### src/hdl/praru_pkg.sv
// ----------------------------------------------------------------------------
// praru_pkg
// Shared constants, codes and types of the round-robin admission unit.
// ----------------------------------------------------------------------------
package praru_pkg;

    // default sizing for the top-level parameters
    localparam int MAX_CONNS_DEF   = 8;
    localparam int QUEUE_DEPTH_DEF = 16;

    // priority classes; a power of two, so the class is the low hash bits
    localparam int NUM_PRIO = 128;
    localparam int PRIO_W   = $clog2(NUM_PRIO);

    // field widths of the channels
    localparam int TYPE_W     = 2;
    localparam int HASH_W     = 31;
    localparam int CONN_IDX_W = 3;
    localparam int LEVEL_W    = 8;
    localparam int ID_W       = 32;
    localparam int OUT_PRIO_W = 7;
    localparam int DRAIN_W    = 5;
    localparam int DROP_W     = 32;
    localparam int SENT_W     = 32;

    // configuration registers
    localparam int NUM_CONNS_W = 4;
    localparam int INIT_PRIO_W = 7;
    localparam int CFG_DATA_W  = 7;
    localparam int CFG_IDX_W   = 2;

    localparam logic [CFG_IDX_W-1:0]   CFG_NUM_CONNS    = CFG_IDX_W'(0);
    localparam logic [CFG_IDX_W-1:0]   CFG_INITIAL_PRIO = CFG_IDX_W'(1);

    localparam logic [NUM_CONNS_W-1:0] NUM_CONNS_RESET  = NUM_CONNS_W'(1);
    localparam logic [LEVEL_W-1:0]     LEVEL_RESET      = LEVEL_W'(127);
    localparam logic [ID_W-1:0]        ID_RESET         = ID_W'(1);

    // depth of the command queue between front and back
    localparam int CMD_QUEUE_DEPTH = 2;

    // request type codes on the input channel
    typedef enum logic [TYPE_W-1:0] {
        REQ_SEND   = 2'd0,
        REQ_UPDATE = 2'd1,
        REQ_DRAIN  = 2'd2
    } req_type_t;

    // classified operation handed to the back end
    typedef enum logic [1:0] {
        OP_SEND,
        OP_UPDATE,
        OP_DRAIN,
        OP_IGNORE
    } op_t;

    typedef struct packed {
        op_t                   op;
        logic [PRIO_W-1:0]     prio;
        logic [CONN_IDX_W-1:0] conn;
        logic                  conn_ok;
        logic [LEVEL_W-1:0]    level;
    } cmd_t;

    typedef struct packed {
        logic [NUM_CONNS_W-1:0] num_conns;
        logic                   load_prio;
        logic [INIT_PRIO_W-1:0] load_level;
    } cfg_t;

    typedef struct packed {
        logic full;
        logic empty;
    } qstat_t;

endpackage

### src/hdl/praru_if.sv
// ----------------------------------------------------------------------------
// praru_if
// Valid/ready channels of the admission unit: request in, result out.
// ----------------------------------------------------------------------------
interface praru_req_if;
    import praru_pkg::*;

    logic                  valid;
    logic                  ready;
    logic [TYPE_W-1:0]     req_type;
    logic [HASH_W-1:0]     hash;
    logic [CONN_IDX_W-1:0] conn_index;
    logic [LEVEL_W-1:0]    new_prio;

    modport source (output valid, req_type, hash, conn_index, new_prio, input ready);
    modport sink   (input valid, req_type, hash, conn_index, new_prio, output ready);
endinterface

interface praru_rsp_if;
    import praru_pkg::*;

    logic                  valid;
    logic                  ready;
    logic                  accepted;
    logic [CONN_IDX_W-1:0] chosen_conn;
    logic [ID_W-1:0]       request_id;
    logic [OUT_PRIO_W-1:0] request_prio;
    logic [DRAIN_W-1:0]    drained_count;
    logic [DROP_W-1:0]     drop_total;

    modport source (output valid, accepted, chosen_conn, request_id, request_prio,
                    drained_count, drop_total, input ready);
    modport sink   (input valid, accepted, chosen_conn, request_id, request_prio,
                    drained_count, drop_total, output ready);
endinterface

### src/hdl/praru_front.sv
// ----------------------------------------------------------------------------
// praru_front
// Takes request transactions, decodes and checks them, and holds one
// classified command until the command queue takes it.
// ----------------------------------------------------------------------------
module praru_front #(
    parameter int MAX_CONNS = praru_pkg::MAX_CONNS_DEF
) (
    input  logic             clk,
    input  logic             rst_n,
    praru_req_if.sink        req,
    output praru_pkg::cmd_t  cmd,
    output logic             push,
    input  praru_pkg::qstat_t qstat
);
    import praru_pkg::*;

    logic valid_reg;
    logic valid_next;
    cmd_t cmd_reg;
    cmd_t cmd_next;
    logic take;

    assign push      = valid_reg && !qstat.full;
    assign req.ready = !valid_reg || !qstat.full;
    assign take      = req.valid && req.ready;
    assign cmd       = cmd_reg;

    // classify the incoming transaction
    always_comb
    begin
        cmd_next.prio    = req.hash[PRIO_W-1:0];
        cmd_next.conn    = req.conn_index;
        cmd_next.conn_ok = (32'(req.conn_index) < 32'(MAX_CONNS));
        cmd_next.level   = req.new_prio;
        case (req_type_t'(req.req_type))
            REQ_SEND:   cmd_next.op = OP_SEND;
            REQ_UPDATE: cmd_next.op = OP_UPDATE;
            REQ_DRAIN:  cmd_next.op = OP_DRAIN;
            default:    cmd_next.op = OP_IGNORE;
        endcase
    end

    // holding stage occupancy
    always_comb
    begin
        valid_next = valid_reg;
        if (take)
        begin
            valid_next = 1'b1;
        end
        else if (push)
        begin
            valid_next = 1'b0;
        end
    end

    always_ff @(posedge clk or negedge rst_n)
    begin
        if (!rst_n)
        begin
            valid_reg <= 1'b0;
        end
        else
        begin
            valid_reg <= valid_next;
        end
    end

    always_ff @(posedge clk)
    begin
        if (take)
        begin
            cmd_reg <= cmd_next;
        end
    end

endmodule

### src/hdl/praru_fifo.sv
// ----------------------------------------------------------------------------
// praru_fifo
// Small register queue of commands between the front and back ends.
// ----------------------------------------------------------------------------
module praru_fifo #(
    parameter int W     = 8,
    parameter int DEPTH = praru_pkg::CMD_QUEUE_DEPTH
) (
    input  logic              clk,
    input  logic              rst_n,
    input  logic              push,
    input  logic [W-1:0]      din,
    input  logic              pop,
    output logic [W-1:0]      dout,
    output praru_pkg::qstat_t stat
);
    import praru_pkg::*;

    localparam int PTR_W = (DEPTH > 1) ? $clog2(DEPTH) : 1;
    localparam int CNT_W = $clog2(DEPTH + 1);

    logic [W-1:0]     mem_reg [DEPTH];
    logic [PTR_W-1:0] wr_ptr_reg;
    logic [PTR_W-1:0] wr_ptr_next;
    logic [PTR_W-1:0] rd_ptr_reg;
    logic [PTR_W-1:0] rd_ptr_next;
    logic [CNT_W-1:0] count_reg;
    logic [CNT_W-1:0] count_next;

    assign stat.full  = (count_reg == CNT_W'(DEPTH));
    assign stat.empty = (count_reg == '0);
    assign dout       = mem_reg[rd_ptr_reg];

    // pointer and occupancy update
    always_comb
    begin
        wr_ptr_next = wr_ptr_reg;
        rd_ptr_next = rd_ptr_reg;
        count_next  = count_reg;
        if (push)
        begin
            wr_ptr_next = (wr_ptr_reg == PTR_W'(DEPTH - 1)) ? '0 : wr_ptr_reg + 1'b1;
        end
        if (pop)
        begin
            rd_ptr_next = (rd_ptr_reg == PTR_W'(DEPTH - 1)) ? '0 : rd_ptr_reg + 1'b1;
        end
        if (push && !pop)
        begin
            count_next = count_reg + 1'b1;
        end
        else if (pop && !push)
        begin
            count_next = count_reg - 1'b1;
        end
    end

    always_ff @(posedge clk or negedge rst_n)
    begin
        if (!rst_n)
        begin
            wr_ptr_reg <= '0;
            rd_ptr_reg <= '0;
            count_reg  <= '0;
        end
        else
        begin
            wr_ptr_reg <= wr_ptr_next;
            rd_ptr_reg <= rd_ptr_next;
            count_reg  <= count_next;
        end
    end

    always_ff @(posedge clk)
    begin
        if (push)
        begin
            mem_reg[wr_ptr_reg] <= din;
        end
    end

endmodule

### src/hdl/praru_back.sv
// ----------------------------------------------------------------------------
// praru_back
// Executes commands: round-robin search for a send, level update, queue
// drain. Holds all per-connection state and the result register.
// ----------------------------------------------------------------------------
module praru_back #(
    parameter int MAX_CONNS   = praru_pkg::MAX_CONNS_DEF,
    parameter int QUEUE_DEPTH = praru_pkg::QUEUE_DEPTH_DEF
) (
    input  logic              clk,
    input  logic              rst_n,
    input  praru_pkg::cfg_t   cfg,
    input  praru_pkg::cmd_t   head,
    input  praru_pkg::qstat_t qstat,
    output logic              pop,
    praru_rsp_if.source       rsp
);
    import praru_pkg::*;

    localparam int CONN_W = (MAX_CONNS > 1) ? $clog2(MAX_CONNS) : 1;
    localparam int CNT_W  = $clog2(MAX_CONNS + 1);
    localparam int FILL_W = $clog2(QUEUE_DEPTH + 1);

    typedef enum logic [1:0] {
        ST_IDLE,
        ST_NORM,
        ST_SCAN
    } state_t;

    state_t              state_reg, state_next;
    logic [CONN_W-1:0]   rr_reg, rr_next;
    logic [ID_W-1:0]     next_id_reg, next_id_next;
    logic [DROP_W-1:0]   drop_reg, drop_next;
    logic [FILL_W-1:0]   fill_reg [MAX_CONNS];
    logic [FILL_W-1:0]   fill_next [MAX_CONNS];
    logic [LEVEL_W-1:0]  adm_reg [MAX_CONNS];
    logic [LEVEL_W-1:0]  adm_next [MAX_CONNS];
    logic [SENT_W-1:0]   sent_reg [MAX_CONNS];
    logic [SENT_W-1:0]   sent_next [MAX_CONNS];

    // search registers
    logic [CONN_W-1:0]   c_reg, c_next;
    logic [CNT_W-1:0]    i_reg, i_next;
    logic [PRIO_W-1:0]   prio_reg, prio_next;

    // result register
    logic                  rsp_valid_reg, rsp_valid_next;
    logic                  accepted_reg, accepted_next;
    logic [CONN_IDX_W-1:0] chosen_reg, chosen_next;
    logic [ID_W-1:0]       id_reg, id_next;
    logic [OUT_PRIO_W-1:0] oprio_reg, oprio_next;
    logic [DRAIN_W-1:0]    drained_reg, drained_next;
    logic [DROP_W-1:0]     dtotal_reg, dtotal_next;

    logic              emit;
    logic              emit_ok;
    logic [CNT_W-1:0]  n;
    logic [CNT_W-1:0]  c_ext;
    logic [CNT_W-1:0]  c_inc;
    logic [CONN_W-1:0] c_adv;
    logic [CONN_W-1:0] head_idx;
    logic              hit;
    logic              last;

    assign rsp.valid         = rsp_valid_reg;
    assign rsp.accepted      = accepted_reg;
    assign rsp.chosen_conn   = chosen_reg;
    assign rsp.request_id    = id_reg;
    assign rsp.request_prio  = oprio_reg;
    assign rsp.drained_count = drained_reg;
    assign rsp.drop_total    = dtotal_reg;

    assign emit_ok = !rsp_valid_reg || rsp.ready;

    // connections in use, clamped to 1..MAX_CONNS
    always_comb
    begin
        if (cfg.num_conns == '0)
        begin
            n = CNT_W'(1);
        end
        else if (32'(cfg.num_conns) > 32'(MAX_CONNS))
        begin
            n = CNT_W'(MAX_CONNS);
        end
        else
        begin
            n = CNT_W'(cfg.num_conns);
        end
    end

    // candidate connection and its round-robin successor
    assign c_ext    = CNT_W'(c_reg);
    assign c_inc    = c_ext + 1'b1;
    assign c_adv    = (c_inc == n) ? '0 : CONN_W'(c_inc);
    assign head_idx = CONN_W'(head.conn);
    assign hit      = (fill_reg[c_reg] < FILL_W'(QUEUE_DEPTH)) &&
                      (LEVEL_W'(prio_reg) <= adm_reg[c_reg]);
    assign last     = (i_reg == n - 1'b1);

    // command sequencing
    always_comb
    begin
        state_next     = state_reg;
        rr_next        = rr_reg;
        next_id_next   = next_id_reg;
        drop_next      = drop_reg;
        fill_next      = fill_reg;
        adm_next       = adm_reg;
        sent_next      = sent_reg;
        c_next         = c_reg;
        i_next         = i_reg;
        prio_next      = prio_reg;
        pop            = 1'b0;
        emit           = 1'b0;
        accepted_next  = 1'b0;
        chosen_next    = '0;
        id_next        = '0;
        oprio_next     = '0;
        drained_next   = '0;
        dtotal_next    = drop_reg;

        case (state_reg)
            ST_IDLE:
            begin
                if (!qstat.empty)
                begin
                    case (head.op)
                        OP_SEND:
                        begin
                            pop        = 1'b1;
                            prio_next  = head.prio;
                            c_next     = rr_reg;
                            i_next     = '0;
                            state_next = ST_NORM;
                        end
                        OP_UPDATE:
                        begin
                            if (emit_ok)
                            begin
                                pop         = 1'b1;
                                emit        = 1'b1;
                                chosen_next = head.conn;
                                if (head.conn_ok)
                                begin
                                    adm_next[head_idx] = head.level;
                                end
                            end
                        end
                        OP_DRAIN:
                        begin
                            if (emit_ok)
                            begin
                                pop         = 1'b1;
                                emit        = 1'b1;
                                chosen_next = head.conn;
                                if (head.conn_ok)
                                begin
                                    drained_next        = DRAIN_W'(fill_reg[head_idx]);
                                    sent_next[head_idx] = sent_reg[head_idx] +
                                                          SENT_W'(fill_reg[head_idx]);
                                    fill_next[head_idx] = '0;
                                end
                            end
                        end
                        default:
                        begin
                            if (emit_ok)
                            begin
                                pop  = 1'b1;
                                emit = 1'b1;
                            end
                        end
                    endcase
                end
            end

            // bring a stale pointer into range, one subtraction a cycle
            ST_NORM:
            begin
                if (c_ext >= n)
                begin
                    c_next = CONN_W'(c_ext - n);
                end
                else
                begin
                    state_next = ST_SCAN;
                end
            end

            // one connection checked per cycle; the check that ends the search waits while rsp is stalled
            ST_SCAN:
            begin
                if (hit || last)
                begin
                    if (emit_ok)
                    begin
                        emit       = 1'b1;
                        oprio_next = OUT_PRIO_W'(prio_reg);
                        state_next = ST_IDLE;
                        if (hit)
                        begin
                            rr_next          = c_adv;
                            fill_next[c_reg] = fill_reg[c_reg] + 1'b1;
                            accepted_next    = 1'b1;
                            chosen_next      = CONN_IDX_W'(c_reg);
                            id_next          = next_id_reg;
                            next_id_next     = next_id_reg + 1'b1;
                        end
                        else if (drop_reg != '1)
                        begin
                            drop_next   = drop_reg + 1'b1;
                            dtotal_next = drop_reg + 1'b1;
                        end
                    end
                end
                else
                begin
                    i_next = i_reg + 1'b1;
                    c_next = c_adv;
                end
            end

            default:
            begin
                state_next = ST_IDLE;
            end
        endcase

        // a write of the initial level reloads every connection
        if (cfg.load_prio)
        begin
            for (int k = 0; k < MAX_CONNS; k++)
            begin
                adm_next[k] = LEVEL_W'(cfg.load_level);
            end
        end

        rsp_valid_next = emit ? 1'b1 : (rsp.ready ? 1'b0 : rsp_valid_reg);
    end

    // state, search registers and result payload
    always_ff @(posedge clk or negedge rst_n)
    begin
        if (!rst_n)
        begin
            state_reg     <= ST_IDLE;
            rr_reg        <= '0;
            next_id_reg   <= ID_RESET;
            drop_reg      <= '0;
            rsp_valid_reg <= 1'b0;
            c_reg         <= '0;
            i_reg         <= '0;
            prio_reg      <= '0;
            accepted_reg  <= 1'b0;
            chosen_reg    <= '0;
            id_reg        <= '0;
            oprio_reg     <= '0;
            drained_reg   <= '0;
            dtotal_reg    <= '0;
            for (int k = 0; k < MAX_CONNS; k++)
            begin
                fill_reg[k] <= '0;
                adm_reg[k]  <= LEVEL_RESET;
                sent_reg[k] <= '0;
            end
        end
        else
        begin
            state_reg     <= state_next;
            rr_reg        <= rr_next;
            next_id_reg   <= next_id_next;
            drop_reg      <= drop_next;
            rsp_valid_reg <= rsp_valid_next;
            fill_reg      <= fill_next;
            adm_reg       <= adm_next;
            sent_reg      <= sent_next;
            c_reg         <= c_next;
            i_reg         <= i_next;
            prio_reg      <= prio_next;
            if (emit)
            begin
                accepted_reg <= accepted_next;
                chosen_reg   <= chosen_next;
                id_reg       <= id_next;
                oprio_reg    <= oprio_next;
                drained_reg  <= drained_next;
                dtotal_reg   <= dtotal_next;
            end
        end
    end

endmodule

### src/hdl/priority_admission_round_robin_unit.sv
// ----------------------------------------------------------------------------
// priority_admission_round_robin_unit
// Admission control over several connections: priority-gated round-robin
// placement of send requests, level updates and queue drains.
// ----------------------------------------------------------------------------
//  channel  dir  handshake        payload
//  req      in   valid/ready      req_type, hash, conn_index, new_prio
//  rsp      out  valid/ready      accepted, chosen_conn, request_id,
//                                 request_prio, drained_count, drop_total
//  cfg      in   cfg_we           cfg_index, cfg_data (no read-back)
//
//  A send passes the front holding stage, the command queue and a pointer
//  check, then the back-end search checks one of the n connections in use
//  per cycle, stopping only to wait on a stalled rsp. A pointer left stale
//  by a smaller connection count is brought into range by one subtraction
//  of n per cycle. Reset clears the queues and counters (request ids start
//  at 1) and loads level 127 into every connection. A stalled rsp holds
//  the back end; the front and the 2-entry queue take requests until full.
// ----------------------------------------------------------------------------
module priority_admission_round_robin_unit #(
    parameter int MAX_CONNS   = praru_pkg::MAX_CONNS_DEF,
    parameter int QUEUE_DEPTH = praru_pkg::QUEUE_DEPTH_DEF
) (
    input  logic                             clk,
    input  logic                             rst_n,
    praru_req_if.sink                        req,
    praru_rsp_if.source                      rsp,
    input  logic                             cfg_we,
    input  logic [praru_pkg::CFG_IDX_W-1:0]  cfg_index,
    input  logic [praru_pkg::CFG_DATA_W-1:0] cfg_data
);
    import praru_pkg::*;

    localparam int CMD_W = $bits(cmd_t);

    logic [NUM_CONNS_W-1:0] num_conns_reg;
    cfg_t                   cfg;
    cmd_t                   f_cmd;
    cmd_t                   head;
    logic [CMD_W-1:0]       q_dout;
    logic                   q_push;
    logic                   q_pop;
    qstat_t                 q_stat;

    // configuration registers
    always_ff @(posedge clk or negedge rst_n)
    begin
        if (!rst_n)
        begin
            num_conns_reg <= NUM_CONNS_RESET;
        end
        else if (cfg_we && (cfg_index == CFG_NUM_CONNS))
        begin
            num_conns_reg <= NUM_CONNS_W'(cfg_data);
        end
    end

    assign cfg.num_conns  = num_conns_reg;
    assign cfg.load_prio  = cfg_we && (cfg_index == CFG_INITIAL_PRIO);
    assign cfg.load_level = INIT_PRIO_W'(cfg_data);

    assign head = cmd_t'(q_dout);

    praru_front #(
        .MAX_CONNS (MAX_CONNS)
    ) u_front (
        .clk   (clk),
        .rst_n (rst_n),
        .req   (req),
        .cmd   (f_cmd),
        .push  (q_push),
        .qstat (q_stat)
    );

    praru_fifo #(
        .W     (CMD_W),
        .DEPTH (CMD_QUEUE_DEPTH)
    ) u_queue (
        .clk   (clk),
        .rst_n (rst_n),
        .push  (q_push),
        .din   (f_cmd),
        .pop   (q_pop),
        .dout  (q_dout),
        .stat  (q_stat)
    );

    praru_back #(
        .MAX_CONNS   (MAX_CONNS),
        .QUEUE_DEPTH (QUEUE_DEPTH)
    ) u_back (
        .clk   (clk),
        .rst_n (rst_n),
        .cfg   (cfg),
        .head  (head),
        .qstat (q_stat),
        .pop   (q_pop),
        .rsp   (rsp)
    );

`ifndef SYNTH
    // back end only dequeues a present command
    a_pop_nonempty: assert property (@(posedge clk) disable iff (!rst_n)
        q_pop |-> !q_stat.empty)
        else $error("command dequeued from empty queue");

    // an admitted send never reports a drain
    a_accept_no_drain: assert property (@(posedge clk) disable iff (!rst_n)
        (rsp.valid && rsp.accepted) |-> (rsp.drained_count == '0))
        else $error("accepted send carries drained count");

    // a drain never releases more than a queue holds
    a_drain_bound: assert property (@(posedge clk) disable iff (!rst_n)
        rsp.valid |-> (32'(rsp.drained_count) <= 32'(QUEUE_DEPTH)))
        else $error("drained count above queue depth");
`endif

endmodule
### src/flat_wrapper.sv
// flat-port wrapper written by rule: the top's interface ports become plain ports
module priority_admission_round_robin_unit_flat import praru_pkg::*;
#(
    parameter int MAX_CONNS   = praru_pkg::MAX_CONNS_DEF,
    parameter int QUEUE_DEPTH = praru_pkg::QUEUE_DEPTH_DEF
)
  (clk, rst_n, cfg_we, cfg_index, cfg_data, req_valid, req_req_type, req_hash, req_conn_index, req_new_prio, req_ready, rsp_valid, rsp_accepted, rsp_chosen_conn, rsp_request_id, rsp_request_prio, rsp_drained_count, rsp_drop_total, rsp_ready);
  praru_req_if req_i ();
  praru_rsp_if rsp_i ();
  input  logic clk;
  input  logic rst_n;
  input  logic cfg_we;
  input  logic [praru_pkg::CFG_IDX_W-1:0] cfg_index;
  input  logic [praru_pkg::CFG_DATA_W-1:0] cfg_data;
  input wire logic [$bits(req_i.valid)-1:0] req_valid;
  input wire logic [$bits(req_i.req_type)-1:0] req_req_type;
  input wire logic [$bits(req_i.hash)-1:0] req_hash;
  input wire logic [$bits(req_i.conn_index)-1:0] req_conn_index;
  input wire logic [$bits(req_i.new_prio)-1:0] req_new_prio;
  output wire logic [$bits(req_i.ready)-1:0] req_ready;
  output wire logic [$bits(rsp_i.valid)-1:0] rsp_valid;
  output wire logic [$bits(rsp_i.accepted)-1:0] rsp_accepted;
  output wire logic [$bits(rsp_i.chosen_conn)-1:0] rsp_chosen_conn;
  output wire logic [$bits(rsp_i.request_id)-1:0] rsp_request_id;
  output wire logic [$bits(rsp_i.request_prio)-1:0] rsp_request_prio;
  output wire logic [$bits(rsp_i.drained_count)-1:0] rsp_drained_count;
  output wire logic [$bits(rsp_i.drop_total)-1:0] rsp_drop_total;
  input wire logic [$bits(rsp_i.ready)-1:0] rsp_ready;
  assign req_i.valid = req_valid;
  assign req_i.req_type = req_req_type;
  assign req_i.hash = req_hash;
  assign req_i.conn_index = req_conn_index;
  assign req_i.new_prio = req_new_prio;
  assign req_ready = req_i.ready;
  assign rsp_valid = rsp_i.valid;
  assign rsp_accepted = rsp_i.accepted;
  assign rsp_chosen_conn = rsp_i.chosen_conn;
  assign rsp_request_id = rsp_i.request_id;
  assign rsp_request_prio = rsp_i.request_prio;
  assign rsp_drained_count = rsp_i.drained_count;
  assign rsp_drop_total = rsp_i.drop_total;
  assign rsp_i.ready = rsp_ready;
  priority_admission_round_robin_unit #(.MAX_CONNS(MAX_CONNS), .QUEUE_DEPTH(QUEUE_DEPTH)) u_core (.clk(clk), .rst_n(rst_n), .req(req_i), .rsp(rsp_i), .cfg_we(cfg_we), .cfg_index(cfg_index), .cfg_data(cfg_data));
endmodule
### config.mk
export PLATFORM = sky130hd
export DESIGN_NAME = priority_admission_round_robin_unit_flat
export DESIGN_NICKNAME = d
export VERILOG_FILES = /design/src/hdl/praru_pkg.sv /design/src/hdl/praru_if.sv /design/src/hdl/praru_front.sv /design/src/hdl/praru_fifo.sv /design/src/hdl/praru_back.sv /design/src/hdl/priority_admission_round_robin_unit.sv /design/src/flat_wrapper.sv
export SDC_FILE = /design/constraint.sdc
export NUM_CORES = 1
export LEC_CHECK = 0
export ABC_AREA = 1
export BUFFER_PORTS_ARGS = -buffer_cell sky130_fd_sc_hd__clkbuf_2
export CAP_MARGIN = 20
export CELL_PAD_IN_SITES_DETAIL_PLACEMENT = 2
export CELL_PAD_IN_SITES_GLOBAL_PLACEMENT = 2
export CORE_UTILIZATION = 26
export CTS_CLUSTER_SIZE = 10
export DETAILED_ROUTE_END_ITERATION = 6
export PLACE_DENSITY = 0.71
export SYNTH_ARGS = -nofsm -noshare
export SYNTH_HDL_FRONTEND = slang
export SYNTH_SLANG_ARGS = --single-unit
### constraint.sdc
create_clock -name clk -period 4.1 [get_ports clk]
set_input_delay 0.205 -clock clk [delete_from_list [all_inputs] [get_ports clk]]
set_output_delay 0.205 -clock clk [all_outputs]
set_load 0.005 [all_outputs]
# ---- Yosys cells after proc, flatten, opt, wreduce, memory -nomap -nowiden
# Memories as Yosys holds them, arrays and structs flattened.
# Cells that the tools add are included.
dict set report word_totals {
  ff_bits 297
  ram_bits 40
  in_bits 58
  output_inout_bits 82
  elab_cells 223
  n_memories 1
}
dict set report op_classes {
  addsub 11
  order_cmp 8
  eq_ne 23
  muxes 96
  n_bitwise 5
  n_reduce_logical 40
}
# memory words width rd rd_clocked_by_memory_dff wr line_no
set memory_table {}
lappend memory_table {u_core.u_queue.mem_reg 2 20 1 0 1 praru_fifo.sv:22} ;# logic [W-1:0] mem_reg [DEPTH];
# cell n
set op_table {}
lappend op_table {{$mux W64} 6}
lappend op_table {{$mux W32} 9}
lappend op_table {{$mux W40} 7}
lappend op_table {{$pmux W40 S2} 1}
lappend op_table {{$add A32 B1 Y32 const B} 2}
lappend op_table {{$bwmux W64} 1}
lappend op_table {{$mux W5} 11}
lappend op_table {{$and A40 B40 Y40} 1}
lappend op_table {{$bwmux W40} 1}
lappend op_table {{$not A40 Y40} 1}
lappend op_table {{$mux W3} 11}
lappend op_table {{$ne A32 B32 Y1 const B} 1}
lappend op_table {{$bmux W5 S3} 2}
lappend op_table {{$demux W5 S3} 2}
lappend op_table {{$bmux W8 S3} 1}
lappend op_table {{$demux W8 S3} 1}
lappend op_table {{$mux W8} 3}
lappend op_table {{$mux W7} 3}
lappend op_table {{$mux W4} 5}
lappend op_table {{$mux W1} 19}
lappend op_table {{$ne A2 B2 Y1 const B} 8}
lappend op_table {{$reduce_bool A2 Y1} 8}
lappend op_table {{$reduce_and A5 Y1} 3}
lappend op_table {{$mux W2} 7}
lappend op_table {{35 further kinds} 69}

# ---- Logic depth before layout (Yosys ltp)
# Gate-level depths: netlist of the first run.
# An unclocked memory read counts as a cell.
dict set report depth {
  depth_word 13
  mapped_depth 24
}

# ---- Hierarchy
# Synthesis of the first run repeated with hierarchy kept, for this count alone.
dict set report unflattened {
  cells_unflattened 1938
  hier_area_um2 17048.9
}
# module n_inst cells_per_inst area_per_inst_um2 seq_area_each_um2
set modules_own_cells {}
lappend modules_own_cells {praru_back 1 1797 14482.6 6777.8}
lappend modules_own_cells {praru_fifo 1 90 1726.7 1361.3}
lappend modules_own_cells {praru_front 1 31 668.1 625.6}
lappend modules_own_cells {priority_admission_round_robin_unit 1 20 171.4 101.3}

# ---- Worst setup path after synthesis of the first run
# No wires, ideal clock.
dict set report synth_timing {
  path_kind {flip-flop to flip-flop}
  startpoint {reg u_core.u_back.c_reg[1]}
  endpoint {reg u_core.u_back.chosen_reg[0], in the netlist u_core.u_back.rsp.chosen_conn[0]}
  setup_time_ns 0.066
  arrival_time_ns 2.966
  slack_ns 1.069
  path_stages_with_launch 23
  n_path_buf 3
  cell_sequence {dfrtp_1 -> buf_4 -> nor3_1 -> inv_1 -> o22ai_1 -> a221oi_1 -> o2111ai_1 -> inv_1 -> ha_1 -> nand2_1 -> nor2_1 -> nand2_1 -> nand3_1 -> nand2_1 -> nand2_1 -> nand3_2 -> nand2_2 -> nand2_1 -> nand3_2 -> buf_4 -> buf_2 -> nand3_1 -> nand2_1}
}
dict set report synth_via {
  elab_chain_len 10
  word_cells_on_any_way 17
  classes_between {order compare: 2; mux: 12; bitwise: 1; reduce/logical: 2}
}
# item line_no
set synth_lines {}
lappend synth_lines {{from (decl)} praru_back.sv:42} ;# logic [CONN_W-1:0] c_reg, c_next;
lappend synth_lines {{from (signal assigned)} praru_back.sv:278} ;# c_reg <= c_next;
lappend synth_lines {{$not A3 Y4 (implied by the code) *} {praru_back.sv:97, praru_back.sv:98}}
lappend synth_lines {{$bmux W8 S3 or $bmux W5 S3 (tied branches)} {praru_back.sv:98, praru_back.sv:97}}
lappend synth_lines {{$mux W8 (implied by the code) or $mux W5 (tied branches) (2 in a row)} {praru_back.sv:98, praru_back.sv:97}}
lappend synth_lines {{$le A7 B8 Y1 or $lt A5 B5 Y1 (tied branches)} {praru_back.sv:98, praru_back.sv:97}}
lappend synth_lines {{$logic_and A1 B1 Y1 *} praru_back.sv:97} ;# assign hit = (fill_reg[c_reg] < FILL_W'(QUEUE_DEPTH)) &&
lappend synth_lines {{$mux W3} praru_back.sv:201} ;# if (hit)
lappend synth_lines {{$mux W3} praru_back.sv:196} ;# if (emit_ok)
lappend synth_lines {{$mux W3} praru_back.sv:194} ;# if (hit || last)
lappend synth_lines {{$pmux W3 S2} praru_back.sv:123} ;# case (state_reg)
lappend synth_lines {{to (signal assigned)} praru_back.sv:284} ;# chosen_reg <= chosen_next;
lappend synth_lines {{to (decl)} praru_back.sv:49} ;# logic [CONN_IDX_W-1:0] chosen_reg, chosen_next;
# Every way passes the cells marked *; elsewhere a longest branch is shown, timed or not. The select of a mux whose other input is x is not followed.
# A chain may end at the register's enable or synchronous reset.

# ---- Worst setup path in the final report of the first run
dict set report layout_timing {
  startpoint {reg u_core.u_back.c_reg[1]}
  endpoint {reg u_core.u_back.dtotal_reg[23], in the netlist u_core.u_back.rsp.drop_total[23]}
}
dict set report layout_via {
  elab_chain_len 10
  word_cells_on_any_way 17
  classes_between {order compare: 2; mux: 12; bitwise: 1; reduce/logical: 2}
}
# item line_no
set layout_lines {}
lappend layout_lines {{$not A3 Y4 (implied by the code) *} {praru_back.sv:97, praru_back.sv:98}}
lappend layout_lines {{$bmux W8 S3 or $bmux W5 S3 (tied branches)} {praru_back.sv:98, praru_back.sv:97}}
lappend layout_lines {{$mux W8 (implied by the code) or $mux W5 (tied branches) (2 in a row)} {praru_back.sv:98, praru_back.sv:97}}
lappend layout_lines {{$le A7 B8 Y1 or $lt A5 B5 Y1 (tied branches)} {praru_back.sv:98, praru_back.sv:97}}
lappend layout_lines {{$logic_and A1 B1 Y1 *} praru_back.sv:97}
lappend layout_lines {{$mux W32 (2 in a row)} -}
lappend layout_lines {{$mux W32} praru_back.sv:194}
lappend layout_lines {{$mux W32} -}
lappend layout_lines {{to (signal assigned)} praru_back.sv:288} ;# dtotal_reg <= dtotal_next;
lappend layout_lines {{to (decl)} praru_back.sv:53} ;# logic [DROP_W-1:0] dtotal_reg, dtotal_next;
# Marked as above.

==> flow_metrics.tcl, run 1 <==
set metrics [dict create \
    run_status "complete, no violations" \
    cp_data_required_time_ns 4.55 \
    slowest_stage "dfrtp_2" \
    fin_crit_sh_pct 93.5 \
    rsz0062_at_grt "false" \
    clk_path_buf_depth 3 \
    final.fill_count 7253 \
    crit_fanout 36 \
    cap_violations 0 \
    cp_top_family "simple AND/OR/NAND/NOR gates" \
    min_from "cfg_data[5]" \
    antenna_found_initial 0 \
    crit_path_start "u_core.u_back.c_reg[1]$_DFFE_PN0P_" \
    clock-sinks 337 \
    timing.setup.tns_ns 0 \
    grt_max_degree 114 \
    final_nets 2297 \
    grt_use_total_pct 18.8 \
    avgRoutedWirePerCell_um 20.4 \
    dpl.hpwl_mm 44.8 \
    area_growth_pct 21.7 \
    synthCells 2022 \
    drc 0 \
    largest_register_ffs 64 \
    clk_pin_slew_ns 0.06 \
    clk_latency_ns 0.58 \
    final_antenna_net_count 0 \
    finalHoldViolCount 0 \
    rr_startpoint "u_core.u_back.c_reg[1]$_DFFE_PN0P_" \
    placed_cell_area_mm2 0.0191 \
    first_global_vias 17412 \
    max_slew_margin_pct 29.7 \
    finalSetupViolCount 0 \
    drv_slew 0 \
    fin_area_mm2 0.0209 \
    fin_crit_ns 3.83 \
    antennaDiodeCount 0 \
    numCtsBuffers 43 \
    peakVddDrop_uv 467 \
    final_util_pct 32.2 \
    end_kind "flip-flop" \
    synth_nets 2105 \
    synthDistinctLibCells 44 \
    dr.pass1.iters 5 \
    p_leak_nw 9.52 \
    htree_levels 2 \
    overflow 0 \
    routed_via_density 5.00 \
    ys.flop_type "dfrtp_1" \
    core_mm2 0.0648 \
    arrival_ns 4.28 \
    cts-root-buf "clkbuf_16" \
    vias 15510 \
    worstSetupStartpointType "flip-flop" \
    cpPeakStageDelay_ns 0.45 \
    drt-total-wl_mm 63.1 \
    die-height_um 259 \
    avgSynthCellArea_um2 8.48 \
    synth_enable_flop_cells 60 \
    cts_tree "built" \
    ys_async_sr_fraction_pct 82.2 \
    drive_above_1_share_pct 16.4 \
    clock_skew_ns 0.0164 \
    cp_common_cell "nand2_1" \
    gp_congestion 0.831 \
    critPathBufInv 5 \
    first_iter_violations 737 \
    fp.dieW_um 259 \
    rows 93 \
    ys_ff_latch 337 \
    dieArea_mm2 0.0670 \
    crit_chain "nor3_1 -> buf_4 -> clkinvlp_4 -> o22ai_1 -> a221oi_1 -> o2111ai_1 -> inv_1 -> ha_1 -> nand2_1 -> nor2_1 -> nand2_1 -> nand3_1 -> nand2_1 -> nand2_1 -> nand3_2 -> nand2_2 -> buf_4 -> nand2_1 -> nand3_4 -> nand2_1 -> buf_8 -> nand3_1 -> nand2_1" \
    ys_seq_area_share_pct 51.4 \
    initial_core_util_pct 26.5 \
    grt_pass1_wl_mm 99.6 \
    power-per-cell-area_mw_per_mm2 766 \
    ioPinCount 140 \
    holdCritPathClass "in2reg" \
    yosys_warnings 0 \
    io_buffers 115 \
    path_class "reg2reg" \
    fmax_mhz 261 \
    synth_area_mm2 0.0171 \
    worst_pin_slew_ns 1.05 \
    finalPower_w 0.0160 \
]
layer usage:
metal  routed length (um)  part of all wire (%)  track usage, %
met1                28500                    45            24.5
met2                31700                    50            32.8
met3                 1960                   3.1            2.38
met4                 1040                   1.6            4.68
met5                    0                     0               0
report_power, final:
group | switching (W) | leakage [nW] | internal, W
Sequential | 0.000689 | 4.03 | 0.00461
Combinational | 0.00474 | 4.82 | 0.00220
Clock | 0.00152 | 0.662 | 0.00221
layout make-up:
class	instances	area [um2]	area share, %
flip-flops and latches	337	8810	42.2
repair buffers	229	1630	7.80
inverters	199	754	3.62
well taps	855	1070	5.13
clock inverters	8	105	0.504
clock buffers	68	1250	6.00
multi-input cells	1404	7240	34.7
metrics by stage:
stage	worst slack, ns	instances	hold slack [ns]
after global placement	0.276	2990	0.382
after global routing	0.00777	3100	0.145
after floorplan	1.07	2022	-0.0906
after detailed placement	0.0362	2990	0.384
final	0.268	3100	0.0955
after CTS	0.0162	3092	0.103
cell usage after synthesis (all sizes together), types with 20 or more instances:
library cell	n	area share (%)
nand2	520	11
nand3	240	7.1
dfrtp	219	32
inv	199	4.4
o21ai	153	4.5
nor2	114	2.5
edfxtp	60	11
dfstp	58	8.9
nand4	55	2.0
o211ai	47	2.1
buf	44	1.4
clkbuf	38	0.83
nor3	34	1.1
xor2	34	1.7
o21a	32	1.4
ha	24	1.8
nand3b	20	0.88
o22ai	20	0.73
or2	20	0.73
tightest hold or removal path, stage by stage:
cell and delay (ns):
clkbuf_2 0.08, nand2_1 0.19, o221ai_1 0.14
final timing paths:
check,end,slack [ns],cells after the start
setup / recovery,u_core.u_back.rsp.drop_total[23]$_DFFE_PN0P_,0.27,23
hold / removal,u_core.u_back.adm_reg[61]$_DFFE_PN1P_,0.1,3
setup reg to reg,u_core.u_back.rsp.drop_total[23]$_DFFE_PN0P_,0.27,23
hold reg to reg,u_core.u_queue.mem_reg[1][15]$_DFFE_PP_,0.45,0
max in group asynchronous,u_core.u_back.adm_reg[43]$_DFFE_PN1P_,2.58,3
min in group asynchronous,u_core.num_conns_reg[1]$_DFFE_PN0P_,0.38,2
layout by cell type (no fill, tap or decap), types with 4 or more instances in the layout:
cell / Yosys / routed
dlygate4sd3_1: 0 / 26
a32o_1: 16 / 16
o31ai_1: 4 / 4
o21ai_0: 153 / 152
a221oi_1: 8 / 6
ha_1: 24 / 24
buf_12: 0 / 6
inv_1: 194 / 191
edfxtp_1: 60 / 60
a21oi_1: 16 / 16
xor2_1: 34 / 34
dfrtp_1: 219 / 217
buf_4: 8 / 79
inv_2: 5 / 6
o21a_1: 32 / 32
nor2_1: 112 / 112
clkbuf_2: 0 / 114
clkinv_2: 0 / 4
nor4_1: 11 / 11
or2_2: 20 / 20
nand4_1: 55 / 55
clkbuf_8: 0 / 6
a22oi_1: 5 / 5
clkbuf_16: 0 / 45
o22ai_1: 20 / 20
nand2_1: 519 / 518
clkbuf_1: 38 / 18
nand3b_1: 20 / 20
and2_1: 9 / 9
nand3_1: 237 / 236
o211ai_1: 47 / 47
nor3_1: 31 / 31
dfstp_2: 58 / 58
o2111ai_1: 5 / 5
logic make-up after synthesis:
| kind of cell | synth area share [%] |
|---|---|
| xor+xnor | 1.89 |
| flops | 51.4 |
| compound gates | 11.5 |
| simple gates | 26.5 |
| fa+ha+maj | 1.87 |
| buf+inv | 6.63 |
| mux | 0.197 |
timing repair:
action                     CTS  global route
hold buffers                26             0
hold endpoints to repair    83             0
gates resized for setup      0            14
setup endpoints to repair    0           144
setup buffers                0             7
Note: power is estimated with default switching activity, not from simulation.
==> run 2: changes to the inputs <==
--- a/config.mk
+++ b/config.mk
@@ -13,6 +13,7 @@
 export CORE_UTILIZATION = 26
 export CTS_CLUSTER_SIZE = 10
 export DETAILED_ROUTE_END_ITERATION = 6
+export MAX_ROUTING_LAYER = met4
 export PLACE_DENSITY = 0.71
 export SYNTH_ARGS = -nofsm -noshare
 export SYNTH_HDL_FRONTEND = slang
==> run 2 against run 1 <==
  * Via count is 0.13% lower
  * Sequential share of layout area stayed put
  * Largest cell class unchanged
  * Critical path depth stayed put
  * Sequential power hardly changed
  * Routed wire length is 0.28% lower
  * Largest power group unchanged
  * Critical endpoint unchanged
  * Clock power hardly changed
==> flow_metrics.tcl, run 2 (synthesis gave the netlist of run 1 again) <==
set metrics [dict create \
    rr_startpoint "u_core.u_back.c_reg[1]$_DFFE_PN0P_" \
    power-per-cell-area_mw_per_mm2 766 \
    grt_pass1_wl_mm 99.6 \
    rrSetupSlack_ns 0.29 \
    clock_skew_ns 0.0188 \
    arrival_ns 4.26 \
    clock-sinks 337 \
    timing.setup.tns_ns 0 \
    cts_tree "built" \
    cpPeakStageDelay_ns 0.45 \
    fmax_mhz 263 \
    pwr-share-clk_pct 23.4 \
    top_layer "met4" \
    largest_register_ffs 64 \
    slowest_stage "dfrtp_2" \
    p_switching_w 0.00695 \
    worst_pin_slew_ns 1.05 \
    p_leak_nw 9.52 \
    grt_use_total_pct 19.4 \
    numCtsBuffers 43 \
    clk_path_buf_depth 3 \
    io_buffers 115 \
    gp_congestion 0.844 \
    finalPower_w 0.0160 \
    min_to "u_core.u_back.adm_reg[61]$_DFFE_PN1P_" \
    p_int_w 0.00902 \
    crit_fanout 36 \
    drt-total-wl_mm 63.0 \
    crit_chain "nor3_1 -> buf_4 -> clkinvlp_4 -> o22ai_1 -> a221oi_1 -> nand2_1 -> inv_1 -> ha_1 -> nand2_1 -> nor2_1 -> nand2_1 -> nand3_1 -> nand2_1 -> nand2_1 -> nand3_2 -> nand2_2 -> buf_4 -> nand2_1 -> nand3_4 -> nand2_1 -> buf_8 -> nand3_1 -> nand2_1" \
    dp_slack_ns 0.0362 \
    swShare_pct 43.5 \
    dieArea_mm2 0.0670 \
    holdCritPathClass "in2reg" \
    cap_violations 0 \
    overflow 0 \
    final.fill_count 7252 \
    antennaDiodeCount 0 \
    area_growth_pct 21.7 \
    post-place-cells 2990 \
    core_mm2 0.0648 \
    wl_met1_mm 28.6 \
    r2r-end "u_core.u_back.rsp.drop_total[23]$_DFFE_PN0P_" \
    routed_via_density 5.00 \
    cp_common_cell "nand2_1" \
    path_class "reg2reg" \
    max_slew_margin_pct 29.6 \
    drc 0 \
    min_from "cfg_data[5]" \
    grt_max_degree 114 \
    htree_levels 2 \
    run_status "complete, no violations" \
    first_iter_violations 758 \
    drive_above_1_share_pct 16.4 \
    fin_ws_ns 0.293 \
    seq_power_share_pct 33.2 \
    wl_met3_mm 2.03 \
    reg2reg_depth 23 \
    vias 15490 \
    final_cells 3100 \
    avgRoutedWirePerCell_um 20.3 \
    finalHoldViolCount 0 \
    dr.pass1.iters 5 \
    end_kind "flip-flop" \
    rsz0062_at_grt "false" \
    clk_pin_slew_ns 0.06 \
    rows 93 \
    dr_wl_met2_mm 31.3 \
    fp.dieW_um 259 \
    worstSetupStartpointType "flip-flop" \
    clk_latency_ns 0.58 \
    cp_data_required_time_ns 4.55 \
    p_comb_share_pct 43.5 \
    first_global_vias 17386 \
    final_nets 2297 \
    peakVddDrop_uv 466 \
    ioPinCount 140 \
    final_common_cell "nand2_1" \
    whs_ns 0.108 \
    layout_common_cells "518 x nand2_1, 236 x nand3_1, 217 x dfrtp_1" \
    drv_slew 0 \
    cts-root-buf "clkbuf_16" \
    die-height_um 259 \
    finalSetupViolCount 0 \
    fin_crit_ns 3.81 \
    antenna_found_initial 0 \
    dpl.hpwl_mm 44.8 \
    fin_crit_sh_pct 92.9 \
    initial_core_util_pct 26.5 \
    hold_path_depth 3 \
    final_antenna_net_count 0 \
]
-- run 2: cell counts in the layout (fill, tap and decap cells not counted) --
No cell type changed its count.
-- run 2: power groups by stage --
stage                     Sequential, W  Clock (W)  Combinational [W]
after floorplan                 0.00510          0            0.00402
after global placement          0.00525          0            0.00643
after detailed placement        0.00534          0            0.00674
after CTS                       0.00530    0.00384            0.00682
after global routing            0.00541    0.00395            0.00764
final                           0.00530    0.00373            0.00694
-- run 2: what timing repair did --
item / CTS / global route
endpoints found under the setup margin: 0 / 144
hold endpoints to repair: 83 / 0
resized for setup: 0 / 14
hold buffers: 26 / 0
buffers inserted: 0 / 7
-- run 2: metrics by stage --
step / util, % / instance area (um2)
after CTS: 32.0 / 20700
after detailed placement: 29.5 / 19100
after global placement: 29.5 / 19100
final: 32.2 / 20900
after floorplan: - / 17100
after global routing: 32.2 / 20900
-- run 2: per-layer routing --
layer  up-vias  track usage (%)
met2       247             32.7
met3        53             2.29
met1      7968             24.6
met5         -                -
met4         0             4.68
li1       7222                -
-- run 2: worst max-delay path by stage --
stage          cells after the start                          startpoint                                      endpoint
6_report                          23  u_core.u_back.c_reg[1]$_DFFE_PN0P_  u_core.u_back.rsp.drop_total[23]$_DFFE_PN0P_
4_1_cts                           23  u_core.u_back.c_reg[1]$_DFFE_PN0P_        u_core.u_back.fill_reg[33]$_DFFE_PN0P_
3_3_place_gp                      22  u_core.u_back.c_reg[1]$_DFFE_PN0P_  u_core.u_back.rsp.drop_total[23]$_DFFE_PN0P_
2_1_floorplan                     22  u_core.u_back.c_reg[1]$_DFFE_PN0P_  u_core.u_back.rsp.chosen_conn[0]$_DFFE_PN0P_
3_5_place_dp                      22  u_core.u_back.c_reg[2]$_DFFE_PN0P_        u_core.u_back.fill_reg[33]$_DFFE_PN0P_
5_1_grt                           23  u_core.u_back.c_reg[1]$_DFFE_PN0P_   u_core.u_back.rsp.drop_total[7]$_DFFE_PN0P_
-- run 2: cell type report --
cell class	instances	area, um2	share of cell area [%]
repair buffers	229	1630	7.80
well taps	855	1070	5.13
flip-flops and latches	337	8810	42.2
clock buffers	68	1250	6.00
inverters	199	754	3.62
clock inverters	8	105	0.504
multi-input cells	1404	7240	34.7
-- run 2: worst max-delay path, delay by kind of cell (launching register included) --
family,cells,cell delay (ns)
flip-flops,1,0.45
AO/OA/AOI/OAI,2,0.27
adder cells (fa/ha/maj),1,0.29
buffers and inverters,5,0.85
AND/OR/NAND/NOR,15,1.79
